--- src/sv/lbnpc_pkg.sv ---
// ----------------------------------------------------------------------------
// lbnpc_pkg: shared types and constants of the night pulse controller
// Payload structs, event kinds, register indexes and reset values.
// ----------------------------------------------------------------------------
package lbnpc_pkg;

   localparam int DAY_COUNTER_BITS = 17;
   localparam int PULSE_LENGTH     = 2;
   localparam int MODE_SLOTS       = 8;

   localparam int CSR_INDEX_W = 3;
   localparam int CSR_DATA_W  = 17;
   localparam int TICK_W      = 17;
   localparam int LEVEL_W     = 8;
   localparam int MODE_CNT_W  = 4;
   localparam int ZONE_W      = 3;
   localparam int SHOWN_W     = 3;
   localparam int LOAD_W      = 6;

   localparam logic [CSR_INDEX_W-1:0] CSR_TICKS_PER_DAY   = 3'd0;
   localparam logic [CSR_INDEX_W-1:0] CSR_NIGHT_START     = 3'd1;
   localparam logic [CSR_INDEX_W-1:0] CSR_NIGHT_END       = 3'd2;
   localparam logic [CSR_INDEX_W-1:0] CSR_FULL_BRIGHTNESS = 3'd3;
   localparam logic [CSR_INDEX_W-1:0] CSR_DIM_BRIGHTNESS  = 3'd4;
   localparam logic [CSR_INDEX_W-1:0] CSR_MODE_COUNT      = 3'd5;

   localparam logic [1:0] KIND_TICK   = 2'd0;
   localparam logic [1:0] KIND_POLL   = 2'd1;
   localparam logic [1:0] KIND_BUTTON = 2'd2;
   localparam logic [1:0] KIND_UNUSED = 2'd3;

   localparam logic [TICK_W-1:0]     RST_TICKS_PER_DAY   = 17'd86400;
   localparam logic [TICK_W-1:0]     RST_NIGHT_START     = 17'd131071;
   localparam logic [TICK_W-1:0]     RST_NIGHT_END       = 17'd0;
   localparam logic [LEVEL_W-1:0]    RST_FULL_BRIGHTNESS = 8'd128;
   localparam logic [LEVEL_W-1:0]    RST_DIM_BRIGHTNESS  = 8'd64;
   localparam logic [MODE_CNT_W-1:0] RST_MODE_COUNT      = 4'd8;

   localparam logic [LOAD_W-1:0]  CAP_ZONE1_LOAD      = 6'd20;
   localparam logic [LOAD_W-1:0]  CAP_ZONE_OTHER_LOAD = 6'd5;
   localparam logic [LOAD_W-1:0]  CAP_LIMIT           = 6'd30;
   localparam logic [LEVEL_W-1:0] PULSE_LEVEL         = 8'd255;

   typedef struct packed {
      logic [1:0]        kind;
      logic [ZONE_W-1:0] zone_levels;
   } req_payload_type;

   typedef struct packed {
      logic [LEVEL_W-1:0] brightness;
      logic [SHOWN_W-1:0] shown_mode;
      logic               night;
      logic               refresh;
   } rsp_payload_type;

endpackage

--- src/sv/led_brightness_night_pulse_controller_top.sv ---
// ----------------------------------------------------------------------------
// led_brightness_night_pulse_controller_top: night window and pulse control
// Tracks the day counter, night window, load cap, zone pulse and color mode.
// ----------------------------------------------------------------------------
//  channel   direction  transfer moves
//  req       in         one event: kind and zone levels
//  rsp       out        one result per event: brightness, mode, night, refresh
//  csr       in         one register write: index and data
//
// Each accepted event's result is registered and appears in the next cycle.
// One event per cycle is sustained while rsp_ready is high; the state update is a single pass of logic.
// The result register stalls req only while its result waits on rsp_ready; req is also not ready in reset.
// Reset is synchronous and loads the register defaults and cleared state.
// ----------------------------------------------------------------------------
module led_brightness_night_pulse_controller_top #(
   parameter int DAY_COUNTER_BITS = lbnpc_pkg::DAY_COUNTER_BITS,
   parameter int PULSE_LENGTH     = lbnpc_pkg::PULSE_LENGTH,
   parameter int MODE_SLOTS       = lbnpc_pkg::MODE_SLOTS
) (
   input  logic                                  clock,
   input  logic                                  reset,
   input  logic                                  req_valid,
   output logic                                  req_ready,
   input  lbnpc_pkg::req_payload_type            req_payload,
   output logic                                  rsp_valid,
   input  logic                                  rsp_ready,
   output lbnpc_pkg::rsp_payload_type            rsp_payload,
   input  logic                                  csr_valid,
   output logic                                  csr_ready,
   input  logic [lbnpc_pkg::CSR_INDEX_W-1:0]     csr_index,
   input  logic [lbnpc_pkg::CSR_DATA_W-1:0]      csr_data
);

   localparam int TICK_W  = lbnpc_pkg::TICK_W;
   localparam int LEVEL_W = lbnpc_pkg::LEVEL_W;
   localparam int ZONE_W  = lbnpc_pkg::ZONE_W;
   localparam int MCNT_W  = lbnpc_pkg::MODE_CNT_W;
   localparam int SHOWN_W = lbnpc_pkg::SHOWN_W;
   localparam int CMP_W   = (DAY_COUNTER_BITS > TICK_W) ? DAY_COUNTER_BITS : TICK_W;
   localparam int MODE_W  = (MODE_SLOTS > 1) ? $clog2(MODE_SLOTS) : 1;
   localparam int CNT_W   = $clog2(MODE_SLOTS + 1);
   localparam int CL_W    = (CNT_W > MCNT_W) ? CNT_W : MCNT_W;
   localparam int REM_W   = CNT_W + 1;
   localparam int EXT_W   = (MODE_W > SHOWN_W) ? MODE_W : SHOWN_W;
   localparam logic [1:0] PULSE_START = 2'(PULSE_LENGTH);

   logic [TICK_W-1:0]  ticks_per_day_ff, night_start_ff, night_end_ff;
   logic [LEVEL_W-1:0] full_brightness_ff, dim_brightness_ff;
   logic [MCNT_W-1:0]  mode_count_ff;

   logic [DAY_COUNTER_BITS-1:0] day_tick_ff, day_tick_in;
   logic                        night_flag_ff, night_flag_in;
   logic [LEVEL_W-1:0]          brightness_ff, brightness_in;
   logic                        pulse_on_ff, pulse_on_in;
   logic [1:0]                  pulse_left_ff, pulse_left_in;
   logic [ZONE_W-1:0]           last_zones_ff, last_zones_in;
   logic [MODE_W-1:0]           mode_number_ff, mode_number_in;
   logic                        mode_pending_ff, mode_pending_in;
   logic [MODE_W-1:0]           displayed_ff, displayed_in;
   logic                        refresh_in;

   logic                        rsp_valid_ff;
   lbnpc_pkg::rsp_payload_type  rsp_payload_ff, rsp_payload_in;

   logic                        req_fire;
   logic [DAY_COUNTER_BITS-1:0] tick_inc;
   logic [CMP_W-1:0]            tick_cmp;
   logic                        tick_wrap;
   logic                        night_next;
   logic [lbnpc_pkg::LOAD_W-1:0] load;
   logic [ZONE_W-1:0]           rising;
   logic [CL_W-1:0]             count_wide;
   logic [CNT_W-1:0]            count_use;
   logic [MODE_W:0]             dividend;
   logic [REM_W-1:0]            rem;
   logic [EXT_W-1:0]            shown_ext;

   assign req_ready = !reset && (!rsp_valid_ff || rsp_ready);
   assign csr_ready = !reset;
   assign req_fire  = req_valid && req_ready;

   always_ff @(posedge clock) begin
      if (reset) begin
         ticks_per_day_ff   <= lbnpc_pkg::RST_TICKS_PER_DAY;
         night_start_ff     <= lbnpc_pkg::RST_NIGHT_START;
         night_end_ff       <= lbnpc_pkg::RST_NIGHT_END;
         full_brightness_ff <= lbnpc_pkg::RST_FULL_BRIGHTNESS;
         dim_brightness_ff  <= lbnpc_pkg::RST_DIM_BRIGHTNESS;
         mode_count_ff      <= lbnpc_pkg::RST_MODE_COUNT;
      end else if (csr_valid && csr_ready) begin
         unique case (csr_index)
            lbnpc_pkg::CSR_TICKS_PER_DAY:   ticks_per_day_ff   <= csr_data[TICK_W-1:0];
            lbnpc_pkg::CSR_NIGHT_START:     night_start_ff     <= csr_data[TICK_W-1:0];
            lbnpc_pkg::CSR_NIGHT_END:       night_end_ff       <= csr_data[TICK_W-1:0];
            lbnpc_pkg::CSR_FULL_BRIGHTNESS: full_brightness_ff <= csr_data[LEVEL_W-1:0];
            lbnpc_pkg::CSR_DIM_BRIGHTNESS:  dim_brightness_ff  <= csr_data[LEVEL_W-1:0];
            lbnpc_pkg::CSR_MODE_COUNT:      mode_count_ff      <= csr_data[MCNT_W-1:0];
            default: begin
            end
         endcase
      end
   end

   always_comb begin
      tick_inc   = day_tick_ff + DAY_COUNTER_BITS'(1);
      tick_wrap  = CMP_W'(tick_inc) >= CMP_W'(ticks_per_day_ff);
      tick_cmp   = tick_wrap ? '0 : CMP_W'(tick_inc);
      night_next = (tick_cmp >= CMP_W'(night_start_ff)) || (tick_cmp < CMP_W'(night_end_ff));
      load = (req_payload.zone_levels[0] ? lbnpc_pkg::CAP_ZONE1_LOAD : '0)
           + (req_payload.zone_levels[1] ? lbnpc_pkg::CAP_ZONE_OTHER_LOAD : '0)
           + (req_payload.zone_levels[2] ? lbnpc_pkg::CAP_ZONE_OTHER_LOAD : '0);
      rising = req_payload.zone_levels & ~last_zones_ff;

      count_wide = CL_W'(mode_count_ff);
      if (count_wide == '0) begin
         count_wide = CL_W'(1);
      end else if (count_wide > CL_W'(MODE_SLOTS)) begin
         count_wide = CL_W'(MODE_SLOTS);
      end
      count_use = count_wide[CNT_W-1:0];
      dividend  = {1'b0, mode_number_ff} + (MODE_W+1)'(1);
      rem = '0;
      for (int i = MODE_W; i >= 0; i--) begin
         rem = {rem[REM_W-2:0], dividend[i]};
         if (rem >= REM_W'(count_use)) begin
            rem = rem - REM_W'(count_use);
         end
      end

      day_tick_in     = day_tick_ff;
      night_flag_in   = night_flag_ff;
      brightness_in   = brightness_ff;
      pulse_on_in     = pulse_on_ff;
      pulse_left_in   = pulse_left_ff;
      last_zones_in   = last_zones_ff;
      mode_number_in  = mode_number_ff;
      mode_pending_in = mode_pending_ff;
      displayed_in    = displayed_ff;
      refresh_in      = 1'b0;

      unique case (req_payload.kind)
         lbnpc_pkg::KIND_TICK: begin
            day_tick_in   = tick_cmp[DAY_COUNTER_BITS-1:0];
            night_flag_in = night_next;
            if (night_next != night_flag_ff) begin
               brightness_in = night_next ? '0 : full_brightness_ff;
               refresh_in    = 1'b1;
            end
            if (!night_next) begin
               if (load >= lbnpc_pkg::CAP_LIMIT) begin
                  brightness_in = dim_brightness_ff;
               end else if (!pulse_on_ff) begin
                  brightness_in = full_brightness_ff;
               end
            end
            if (pulse_on_ff && (pulse_left_ff != '0)) begin
               pulse_left_in = pulse_left_ff - 2'd1;
               if (pulse_left_ff == 2'd1) begin
                  pulse_on_in   = 1'b0;
                  brightness_in = night_next ? '0 : full_brightness_ff;
               end
            end
         end
         lbnpc_pkg::KIND_POLL: begin
            if ((rising != '0) && !night_flag_ff) begin
               pulse_on_in   = 1'b1;
               pulse_left_in = PULSE_START;
               brightness_in = lbnpc_pkg::PULSE_LEVEL;
            end
            last_zones_in = req_payload.zone_levels;
            if (mode_pending_ff) begin
               mode_pending_in = 1'b0;
               displayed_in    = mode_number_ff;
            end
            refresh_in = 1'b1;
         end
         lbnpc_pkg::KIND_BUTTON: begin
            mode_number_in  = rem[MODE_W-1:0];
            mode_pending_in = 1'b1;
         end
         lbnpc_pkg::KIND_UNUSED: begin
         end
      endcase

      shown_ext                 = EXT_W'(displayed_in);
      rsp_payload_in.brightness = brightness_in;
      rsp_payload_in.shown_mode = shown_ext[SHOWN_W-1:0];
      rsp_payload_in.night      = night_flag_in;
      rsp_payload_in.refresh    = refresh_in;
   end

   always_ff @(posedge clock) begin
      if (reset) begin
         day_tick_ff     <= '0;
         night_flag_ff   <= 1'b0;
         brightness_ff   <= lbnpc_pkg::RST_FULL_BRIGHTNESS;
         pulse_on_ff     <= 1'b0;
         pulse_left_ff   <= '0;
         last_zones_ff   <= '0;
         mode_number_ff  <= '0;
         mode_pending_ff <= 1'b0;
         displayed_ff    <= '0;
      end else if (req_fire) begin
         day_tick_ff     <= day_tick_in;
         night_flag_ff   <= night_flag_in;
         brightness_ff   <= brightness_in;
         pulse_on_ff     <= pulse_on_in;
         pulse_left_ff   <= pulse_left_in;
         last_zones_ff   <= last_zones_in;
         mode_number_ff  <= mode_number_in;
         mode_pending_ff <= mode_pending_in;
         displayed_ff    <= displayed_in;
      end
   end

   always_ff @(posedge clock) begin
      if (reset) begin
         rsp_valid_ff <= 1'b0;
      end else if (req_fire) begin
         rsp_valid_ff <= 1'b1;
      end else if (rsp_ready) begin
         rsp_valid_ff <= 1'b0;
      end
   end

   always_ff @(posedge clock) begin
      if (req_fire) begin
         rsp_payload_ff <= rsp_payload_in;
      end
   end

   assign rsp_valid   = rsp_valid_ff;
   assign rsp_payload = rsp_payload_ff;

endmodule

--- config.mk ---
export PLATFORM = sky130hd
export DESIGN_NAME = led_brightness_night_pulse_controller_top
export DESIGN_NICKNAME = d
export VERILOG_FILES = /design/src/sv/lbnpc_pkg.sv /design/src/sv/led_brightness_night_pulse_controller_top.sv
export SDC_FILE = /design/constraint.sdc
export NUM_CORES = 1
export LEC_CHECK = 0
export BUFFER_PORTS_ARGS = -buffer_cell sky130_fd_sc_hd__buf_2
export CAP_MARGIN = 40
export CELL_PAD_IN_SITES_DETAIL_PLACEMENT = 0
export CELL_PAD_IN_SITES_GLOBAL_PLACEMENT = 1
export CORE_MARGIN = 4
export CORE_UTILIZATION = 45
export CTS_CLUSTER_DIAMETER = 40
export CTS_CLUSTER_SIZE = 24
export DETAILED_ROUTE_END_ITERATION = 8
export GPL_TIMING_DRIVEN = 1
export HOLD_SLACK_MARGIN = 0.1
export MAX_ROUTING_LAYER = met4
export PLACE_DENSITY = 0.79
export SYNTH_ARGS = -nofsm -noshare
export SYNTH_HDL_FRONTEND = slang
export SYNTH_SLANG_ARGS = --single-unit
--- constraint.sdc ---
create_clock -name clock -period 18.2 [get_ports clock]
set_clock_uncertainty 0.15 [all_clocks]
set_input_delay 1.82 -clock clock [delete_from_list [all_inputs] [get_ports clock]]
set_output_delay 1.82 -clock clock [all_outputs]
set_load 0.01 [all_outputs]
==> After elaboration in Yosys (flattened, before gate mapping) <==
Cells that the tools add are included.
{ "word_totals": {"word_cells": 116, "out_inout_bits": 16, "in_bits": 30, "register_bits": 124} }
{ "op_classes": {"n_bitwise": 2, "muxes": 34, "n_addsub": 9, "n_eq_ne": 12, "n_reduce_logical": 30, "n_lt_le_gt_ge": 9} }
{ "ops": {"columns": ["operator", "count"], "rows": [
  ["$mux 8", 8],
  ["$ge 17x17->1", 2],
  ["$mux 4", 5],
  ["$reduce_and 2->1", 10],
  ["$add 17x1->17 const B", 1],
  ["$lt 17x17->1", 1],
  ["$mux 17", 1],
  ["$pmux 8 s2", 1],
  ["$ge 5x4->1", 3],
  ["$mux 3", 5],
  ["$reduce_bool 2->1", 4],
  ["$sub 4x4->4", 2],
  ["$mux 1", 7],
  ["$add 5x3->6", 1],
  ["$add 6x3->6", 1],
  ["$eq 3x2->1 const B", 2],
  ["$eq 3x3->1 const B", 2],
  ["$ge 6x5->1 const B", 1],
  ["$ne 2x2->1 const B", 3],
  ["$pmux 1 s2", 3],
  ["$logic_and 1x1->1", 5],
  ["$mux 5", 1],
  ["$reduce_and 5->1", 1],
  ["$add 3x1->4 const B", 1],
  ["20 further kinds", 25]
]} }

==> Logic depth before layout (Yosys ltp) <==
Gate-level depths: netlist of run 1.
{ "depth": {"word_depth": 13, "depth_mapped": 30, "depth_no_buf": 30} }

==> Worst setup path after synthesis of run 1 <==
Ideal clock, no wire load.
{ "synth_timing": {"path_kind": "reg-to-reg", "start": "register mode_count_ff[1]", "end": "register mode_number_ff[0]", "t_arrival_ns": 5.623, "setup_time_ns": 0.074, "setup_slack_ns": 12.353, "path_buffers": 0, "synth_period_minus_slack_ns": 5.847, "required_ns": 17.976, "stages_incl_launch_ff": 31, "cell_sequence": "dfxtp_1 -> nor2_1 -> nor2_1 -> nor2_1 -> ha_1 -> inv_1 -> ha_1 -> o21ai_0 -> mux2_2 -> inv_1 -> ha_1 -> nor2b_1 -> o21a_1 -> o21a_1 -> nor2_1 -> mux2_2 -> inv_1 -> ha_1 -> a21o_1 -> a21o_1 -> a21oi_1 -> nand2_1 -> mux2_2 -> inv_1 -> ha_1 -> a21o_1 -> a21o_1 -> a21oi_1 -> nand3_1 -> or3_1 -> a31oi_1"} }
{ "synth_via": {"elab_chain_cells": 11, "elab_cells_between_ends": 16, "classes_between": "add/sub: 4; order compare: 5; mux: 6; reduce/logical: 1"} }
{ "synth_rtl": {"columns": ["element", "line_no", "rtl"], "rows": [
  ["start, declared", "led_brightness_night_pulse_controller_top.sv:49", "logic [MCNT_W-1:0] mode_count_ff;"],
  ["start signal, assigned", "led_brightness_night_pulse_controller_top.sv:89", "mode_count_ff <= lbnpc_pkg::RST_MODE_COUNT;"],
  ["start signal, assigned", "led_brightness_night_pulse_controller_top.sv:97", "lbnpc_pkg::CSR_MODE_COUNT: mode_count_ff <= csr_data[MCNT_W-1:0];"],
  ["$gt 4x4->1", "led_brightness_night_pulse_controller_top.sv:117", "end else if (count_wide > CL_W'(MODE_SLOTS)) begin"],
  ["$mux 4", "led_brightness_night_pulse_controller_top.sv:117", null],
  ["$mux 4 (*)", "led_brightness_night_pulse_controller_top.sv:115", "if (count_wide == '0) begin"],
  ["$sub 1x4->4 / $ge 1x4->1 (equally long branches)", "led_brightness_night_pulse_controller_top.sv:126, led_brightness_night_pulse_controller_top.sv:125", null],
  ["$mux 4", "led_brightness_night_pulse_controller_top.sv:125", "if (rem >= REM_W'(count_use)) begin"],
  ["$sub 4x4->4 / $ge 5x4->1 (equally long branches)", "led_brightness_night_pulse_controller_top.sv:126, led_brightness_night_pulse_controller_top.sv:125", null],
  ["$mux 4", "led_brightness_night_pulse_controller_top.sv:125", null],
  ["$sub 4x4->4 / $ge 5x4->1 (equally long branches)", "led_brightness_night_pulse_controller_top.sv:126, led_brightness_night_pulse_controller_top.sv:125", null],
  ["$mux 4", "led_brightness_night_pulse_controller_top.sv:125", null],
  ["$ge 5x4->1", "led_brightness_night_pulse_controller_top.sv:125", null],
  ["$mux 3 (*)", "led_brightness_night_pulse_controller_top.sv:125", null],
  ["end signal, assigned", "led_brightness_night_pulse_controller_top.sv:210", "mode_number_ff <= mode_number_in;"],
  ["end, declared", "led_brightness_night_pulse_controller_top.sv:57", "logic [MODE_W-1:0] mode_number_ff, mode_number_in;"]
]} }
Mark *: on every way between the ends. The rest lies on a longest branch, timed or not.
A chain may end at the register's enable or synchronous reset.

==> Worst setup path in the final report of run 1 <==
Ends and elaborated chain as after synthesis.

==> impl_metrics.yaml, run 1 <==
yosys:
  ys_seq_elements: 124
  yosysSeqAreaShare_pct: 36.2
  yosysWarnings: 0
  synth_ff_type: "dfxtp_1"
  yosys.area.top_type: "dfxtp_1"
  synth_edf_count: 13
  yosys-top-cells-area: "dfxtp_1 31%, ha_1 12%, nand2_1 8.5%"
  synth.distinct_cells: 66
  syn_area_per_cell_um2: 8.41
  netlist_area_mm2: 0.00721
  yosysMostFrequentCell: "nand2_1"
  synth_nets: 961
  syn_inst: 857
  synthArstFlopShare_pct: 0
  ys_top_cells_by_count: "163 x nand2_1, 111 x dfxtp_1, 77 x a21oi_1"
  synth_top_area_share_pct: 30.8
sta:
  fin_ws_ns: 11.85
  period_minus_slack_ns: 6.35
  report.final.slew_viol_count: 0
  rsz0062_at_grt: "false"
  relSlewSlack_pct: 38.8
  hold_viol: 0
  max_freq_mhz: 157
  tightest_slew_ns: 0.912
  finalSetupViolCount: 0
  period_share_pct: 34.9
  tns_ns: 0
flow_run:
  drv_cap: 0
detailed_routing:
  dr_total_vias: 5931
  drc_errors: 0
  viasPerCell: 5.26
  ant_nets: 0
  drt_first_pass_iters: 5
  drtIter0Drc: 294
  wire_per_inst_um: 15.2
  wirelength_um: 17200
clock_tree:
  clock_latency_ns: 0.42
  numCtsBuffers: 17
  clock_path_buffers: 2
  postCtsSetupRepairBufs: 0
  hold_buffers: 0
  cts_resized: 0
  numClockSinks: 124
  cts-htree-levels: 4
  cts_tree: "built"
  cts-root-buf: "clkbuf_16"
  path_clk_slew_ns: 0.06
floorplanning:
  die_h_um: 135
  die_area_mm2: 0.0181
  io_pins: 46
  core_area_mm2: 0.0158
  num_rows: 46
  die_w_um: 135
  initial_utilization_pct: 45.7
worst_hold_path:
  worstHoldStart: "ticks_per_day_ff[10]$_SDFFE_PP0P_"
  min_to: "ticks_per_day_ff[10]$_SDFFE_PP0P_"
  holdPathStages: 2
  hold_class: "reg2reg"
grt:
  grt_overflow: 0
  grt_usage_pct: 20.3
  antenna_found_initial: 0
  grt_start_max_net_pins: 79
  grt_first_pass_wirelength_um: 28700
  grt_pass1_vias: 5671
layout:
  n_fill_cell: 1545
  diodes: 0
  drive_above_1_share_pct: 12.0
  fin_nets: 1002
  synthToLayoutAreaGrowth_pct: 14.0
pwr:
  power.leakage_nw: 3.50
  power.switching_w: 0.000159
  vdd_drop_max_uv: 62.5
  p_per_area_mw_per_mm2: 80.7
  power.total_w: 0.000663
  combPwrFrac_pct: 7.6
  p_int_w: 0.000504
  pwr-share-seq_pct: 43.0
  p_sw_share_pct: 24.0
  p_clk_share_pct: 49.3
critical_path:
  rr_endpoint: "mode_number_ff[0]$_SDFFE_PP0P_"
  required_ns: 18.39
  r2r_slack_ns: 11.85
  crit_type: "reg2reg"
  critPathMostFrequentCell: "ha_1"
  path_buf_inv: 4
  crit_fanout: 5
  crit_arrival_ns: 6.54
  rr_startpoint: "mode_count_ff[1]$_SDFFE_PP0P_"
  end_kind: "flop"
  cpPeakStageDelay_ns: 0.42
  crit_slowest_cell: "mux2_2"
  crit_path_start_kind: "flop"
  r2r_cells: 30
  path_delay_family: "compound AO/OA/AOI/OAI gates"
placed_design:
  place.gp.congestion: 0.803
  portBuffers: 45
  dp_slack_ns: 11.89
  hpwl_um: 12500
outcome:
  status: "finished clean"
cell families after synthesis:
family / after synthesis / share of synthesized area [%]
AOI/OAI and AO/OA: 189 / 17.8
adders and majority gates: 74 / 13.3
and+or+nand+nor: 306 / 19.4
xor gates and xnor gates: 21 / 2.55
buffers and inverters: 110 / 5.95
DFF: 124 / 36.2
muxes: 33 / 4.77
power by group through the flow:
stage               registers (W)  logic (W)  clock network (W)
CTS                      0.000285  0.0000512           0.000332
detailed placement       0.000291  0.0000509                  0
global placement         0.000291  0.0000506                  0
finish                   0.000285  0.0000506           0.000327
global route             0.000286  0.0000566           0.000346
floorplan                0.000291  0.0000337                  0
final cells by class:
cell class / count / area, um2 / area share, %
inverters: 77 / 289 / 3.52
clock buffers: 19 / 443 / 5.39
flip-flops and latches: 124 / 2610 / 31.8
clock inverters: 13 / 125 / 1.52
well taps: 216 / 270 / 3.29
repair buffers: 55 / 308 / 3.74
multi-input cells: 623 / 4170 / 50.8
metal layers:
layer	GRT usage, %	share of wire (%)
met1	28.7	51
met2	29.9	44
met3	4.02	3.6
met4	5.26	1.2
met5	-	0
worst max path at each step:
stage | start | end | cells after the start
final | mode_count_ff[1]$_SDFFE_PP0P_ | mode_number_ff[0]$_SDFFE_PP0P_ | 30
after detailed placement | mode_count_ff[1]$_SDFFE_PP0P_ | mode_number_ff[0]$_SDFFE_PP0P_ | 30
after floorplan | mode_count_ff[1]$_SDFFE_PP0P_ | mode_number_ff[0]$_SDFFE_PP0P_ | 30
after CTS | mode_count_ff[1]$_SDFFE_PP0P_ | mode_number_ff[0]$_SDFFE_PP0P_ | 30
after global routing | mode_count_ff[1]$_SDFFE_PP0P_ | mode_number_ff[0]$_SDFFE_PP0P_ | 30
after global placement | mode_count_ff[1]$_SDFFE_PP0P_ | mode_number_ff[0]$_SDFFE_PP0P_ | 30
sequential cells by signal, indices dropped and copies added, names as in the netlist, 4 cells and up:
name                cells
mode_count_ff           4
dim_brightness_ff       8
night_start_ff         17
brightness_ff           8
rsp_payload            13
ticks_per_day_ff       17
full_brightness_ff      8
day_tick_ff            17
night_end_ff           17
stage by stage:
step	instance area, um2	cells	utilization [%]	hold slack, ns
global route	8220	1127	52.1	0.315
global placement	7620	1092	48.3	0.293
floorplan	7210	857	-	0.281
CTS	8220	1127	52.1	0.305
finish	8220	1127	52.1	0.303
detailed placement	7650	1095	48.5	0.297
cells in the final DEF (no fill, tap or decap), drive strengths merged, types with 9 or more instances in the layout:
cell	synthesis	layout
a21o	11	11
a21oi	77	77
buf	5	55
clkbuf	28	19
dfxtp	111	111
edfxtp	13	13
ha	70	70
inv	76	76
mux2i	25	25
nand2	163	163
nand2b	9	9
nand3	23	23
nand4	9	9
nor2	43	43
nor2b	18	18
o211ai	25	25
o21ai	22	22
o221ai	14	14
xnor2	12	12
xor2	9	9
worst register-to-register path: cells and delay by family, from the launching register on:
family / cells / cell delay [ns]
AO/OA/AOI/OAI: 10 / 1.89
adder cells (fa/ha/maj): 5 / 1.12
buffers and inverters: 4 / 0.25
flip-flops: 1 / 0.34
multiplexers: 3 / 1.16
AND/OR/NAND/NOR: 8 / 1.37
No activity file was read; power rests on OpenSTA's default activity.
==> inputs of run 2 (changes only) <==
==> constraint.sdc (replaced) <==
create_clock -name clock -period 6.54 [get_ports clock]
set_clock_uncertainty 0.15 [all_clocks]
set_input_delay 0.654 -clock clock [delete_from_list [all_inputs] [get_ports clock]]
set_output_delay 0.654 -clock clock [all_outputs]
set_load 0.01 [all_outputs]
==> impl_metrics.yaml, run 2 (synthesized netlist as in run 1, its figures left out) <==
outcome:
  status: "finished clean"
sta:
  rsz0062_at_grt: "false"
  hold_viol: 0
  holdWs_ns: 0.302
  max_freq_mhz: 164
  fin_ws_ns: 0.426
  period_minus_slack_ns: 6.11
  period_share_pct: 93.5
  tightest_slew_ns: 0.844
  relSlewSlack_pct: 43.7
  finalSetupViolCount: 0
  tns_ns: 0
  report.final.slew_viol_count: 0
layout:
  fin_nets: 1007
  final_common_cell: "nand2_1"
  diodes: 0
  register_area_mm2: 0.00261
  n_fill_cell: 1566
  synthToLayoutAreaGrowth_pct: 15.1
  final_cell_mix: "163 x nand2_1, 111 x dfxtp_1, 77 x a21oi_1"
  drive_above_1_share_pct: 13.0
  utilization_pct: 52.6
  multi_input_area_mm2: 0.00418
critical_path:
  critPathLaunch: "mode_count_ff[1]$_SDFFE_PP0P_"
  crit_path_start_kind: "flop"
  crit_arrival_ns: 6.31
  crit_fanout: 5
  end_kind: "flop"
  required_ns: 6.74
  rr_startpoint: "mode_count_ff[1]$_SDFFE_PP0P_"
  critPathMostFrequentCell: "ha_1"
  crit_type: "reg2reg"
  r2r_slack_ns: 0.43
  path_buf_inv: 4
  cpPeakStageDelay_ns: 0.40
  rr_endpoint: "mode_number_ff[0]$_SDFFE_PP0P_"
  r2r_cells: 30
  path_delay_family: "compound AO/OA/AOI/OAI gates"
  crit_slowest_cell: "mux2_2"
floorplanning:
  die_h_um: 135
  initial_utilization_pct: 45.7
  io_pins: 46
  core_area_mm2: 0.0158
  die_w_um: 135
  die_area_mm2: 0.0181
  num_rows: 46
pwr:
  p_per_area_mw_per_mm2: 224
  vdd_drop_max_uv: 166
  power.leakage_nw: 3.54
  power.total_w: 0.00186
clock_tree:
  clock_path_buffers: 2
  cts_tree: "built"
  path_clk_slew_ns: 0.05
  numCtsBuffers: 17
  cts-htree-levels: 4
  postCtsSetupRepairBufs: 0
  numClockSinks: 124
  cts-root-buf: "clkbuf_16"
  clock_latency_ns: 0.43
placed_design:
  portBuffers: 45
  dp_slack_ns: 0.202
  hpwl_um: 12800
  place.gp.congestion: 0.798
worst_hold_path:
  worstHoldStart: "req_valid"
  holdPathStages: 3
  hold_class: "in2reg"
  min_to: "rsp_valid$_SDFFE_PP0P_"
grt:
  grt_usage_pct: 20.7
  antenna_found_initial: 0
  grt_pass1_vias: 5697
  grt_start_max_net_pins: 79
  grt_first_pass_wirelength_um: 28800
  grt_overflow: 0
detailed_routing:
  drtIter0Drc: 359
  viasPerCell: 5.25
  dr_total_vias: 5941
  wire_per_inst_um: 15.4
  drt_first_pass_iters: 5
  wirelength_um: 17400
  ant_nets: 0
  drc_errors: 0
flow_run:
  drv_cap: 0
[run 2: power by group]
part	switching, W	internal [W]
combinational	0.0000887	0.0000532
sequential	0.00000841	0.000786
clock	0.000349	0.000571
[run 2: worst register-to-register path: cells and delay by family, from the launching register on]
family,cells,cell delay (ns)
buffers and inverters,4,0.23
multiplexers,3,1.13
adder cells (fa/ha/maj),5,1.09
AO/OA/AOI/OAI,10,1.73
AND/OR/NAND/NOR,8,1.35
flip-flops,1,0.35
[run 2: what timing repair did]
item                                    4_1_cts  5_1_grt
gates resized for setup                       0        3
hold buffers                                  0        0
endpoints found under the hold margin         0        0
endpoints found under the setup margin        0        3
[run 2: worst max-delay path by stage]
stage	slack, ns	depth (start not counted)	to
3_3_place_gp	0.33	30	mode_number_ff[0]$_SDFFE_PP0P_
2_1_floorplan	0.69	30	mode_number_ff[0]$_SDFFE_PP0P_
4_1_cts	0.19	30	mode_number_ff[0]$_SDFFE_PP0P_
5_1_grt	0.004	30	mode_number_ff[0]$_SDFFE_PP0P_
3_5_place_dp	0.20	30	mode_number_ff[0]$_SDFFE_PP0P_
6_report	0.43	30	mode_number_ff[0]$_SDFFE_PP0P_
[run 2: routing by layer]
metal	track usage, %	part of all wire (%)	up-vias
met2	31.2	44	118
li1	-	-	3071
met3	3.84	4.8	21
met1	28.5	50	2731
met5	-	0	-
met4	6.17	1.3	0
[run 2: cell type report]
cell class	instances	area share, %
flip-flops and latches	124	31.5
inverters	77	3.48
well taps	216	3.26
multi-input cells	623	50.3
clock inverters	10	1.06
clock buffers	22	5.97
repair buffers	60	4.40
[run 2: through the flow]
stage	instance area (um2)	instances
6_report	8300	1132
4_1_cts	8290	1132
3_5_place_dp	7710	1100
2_1_floorplan	7210	857
3_3_place_gp	7650	1096
5_1_grt	8300	1132
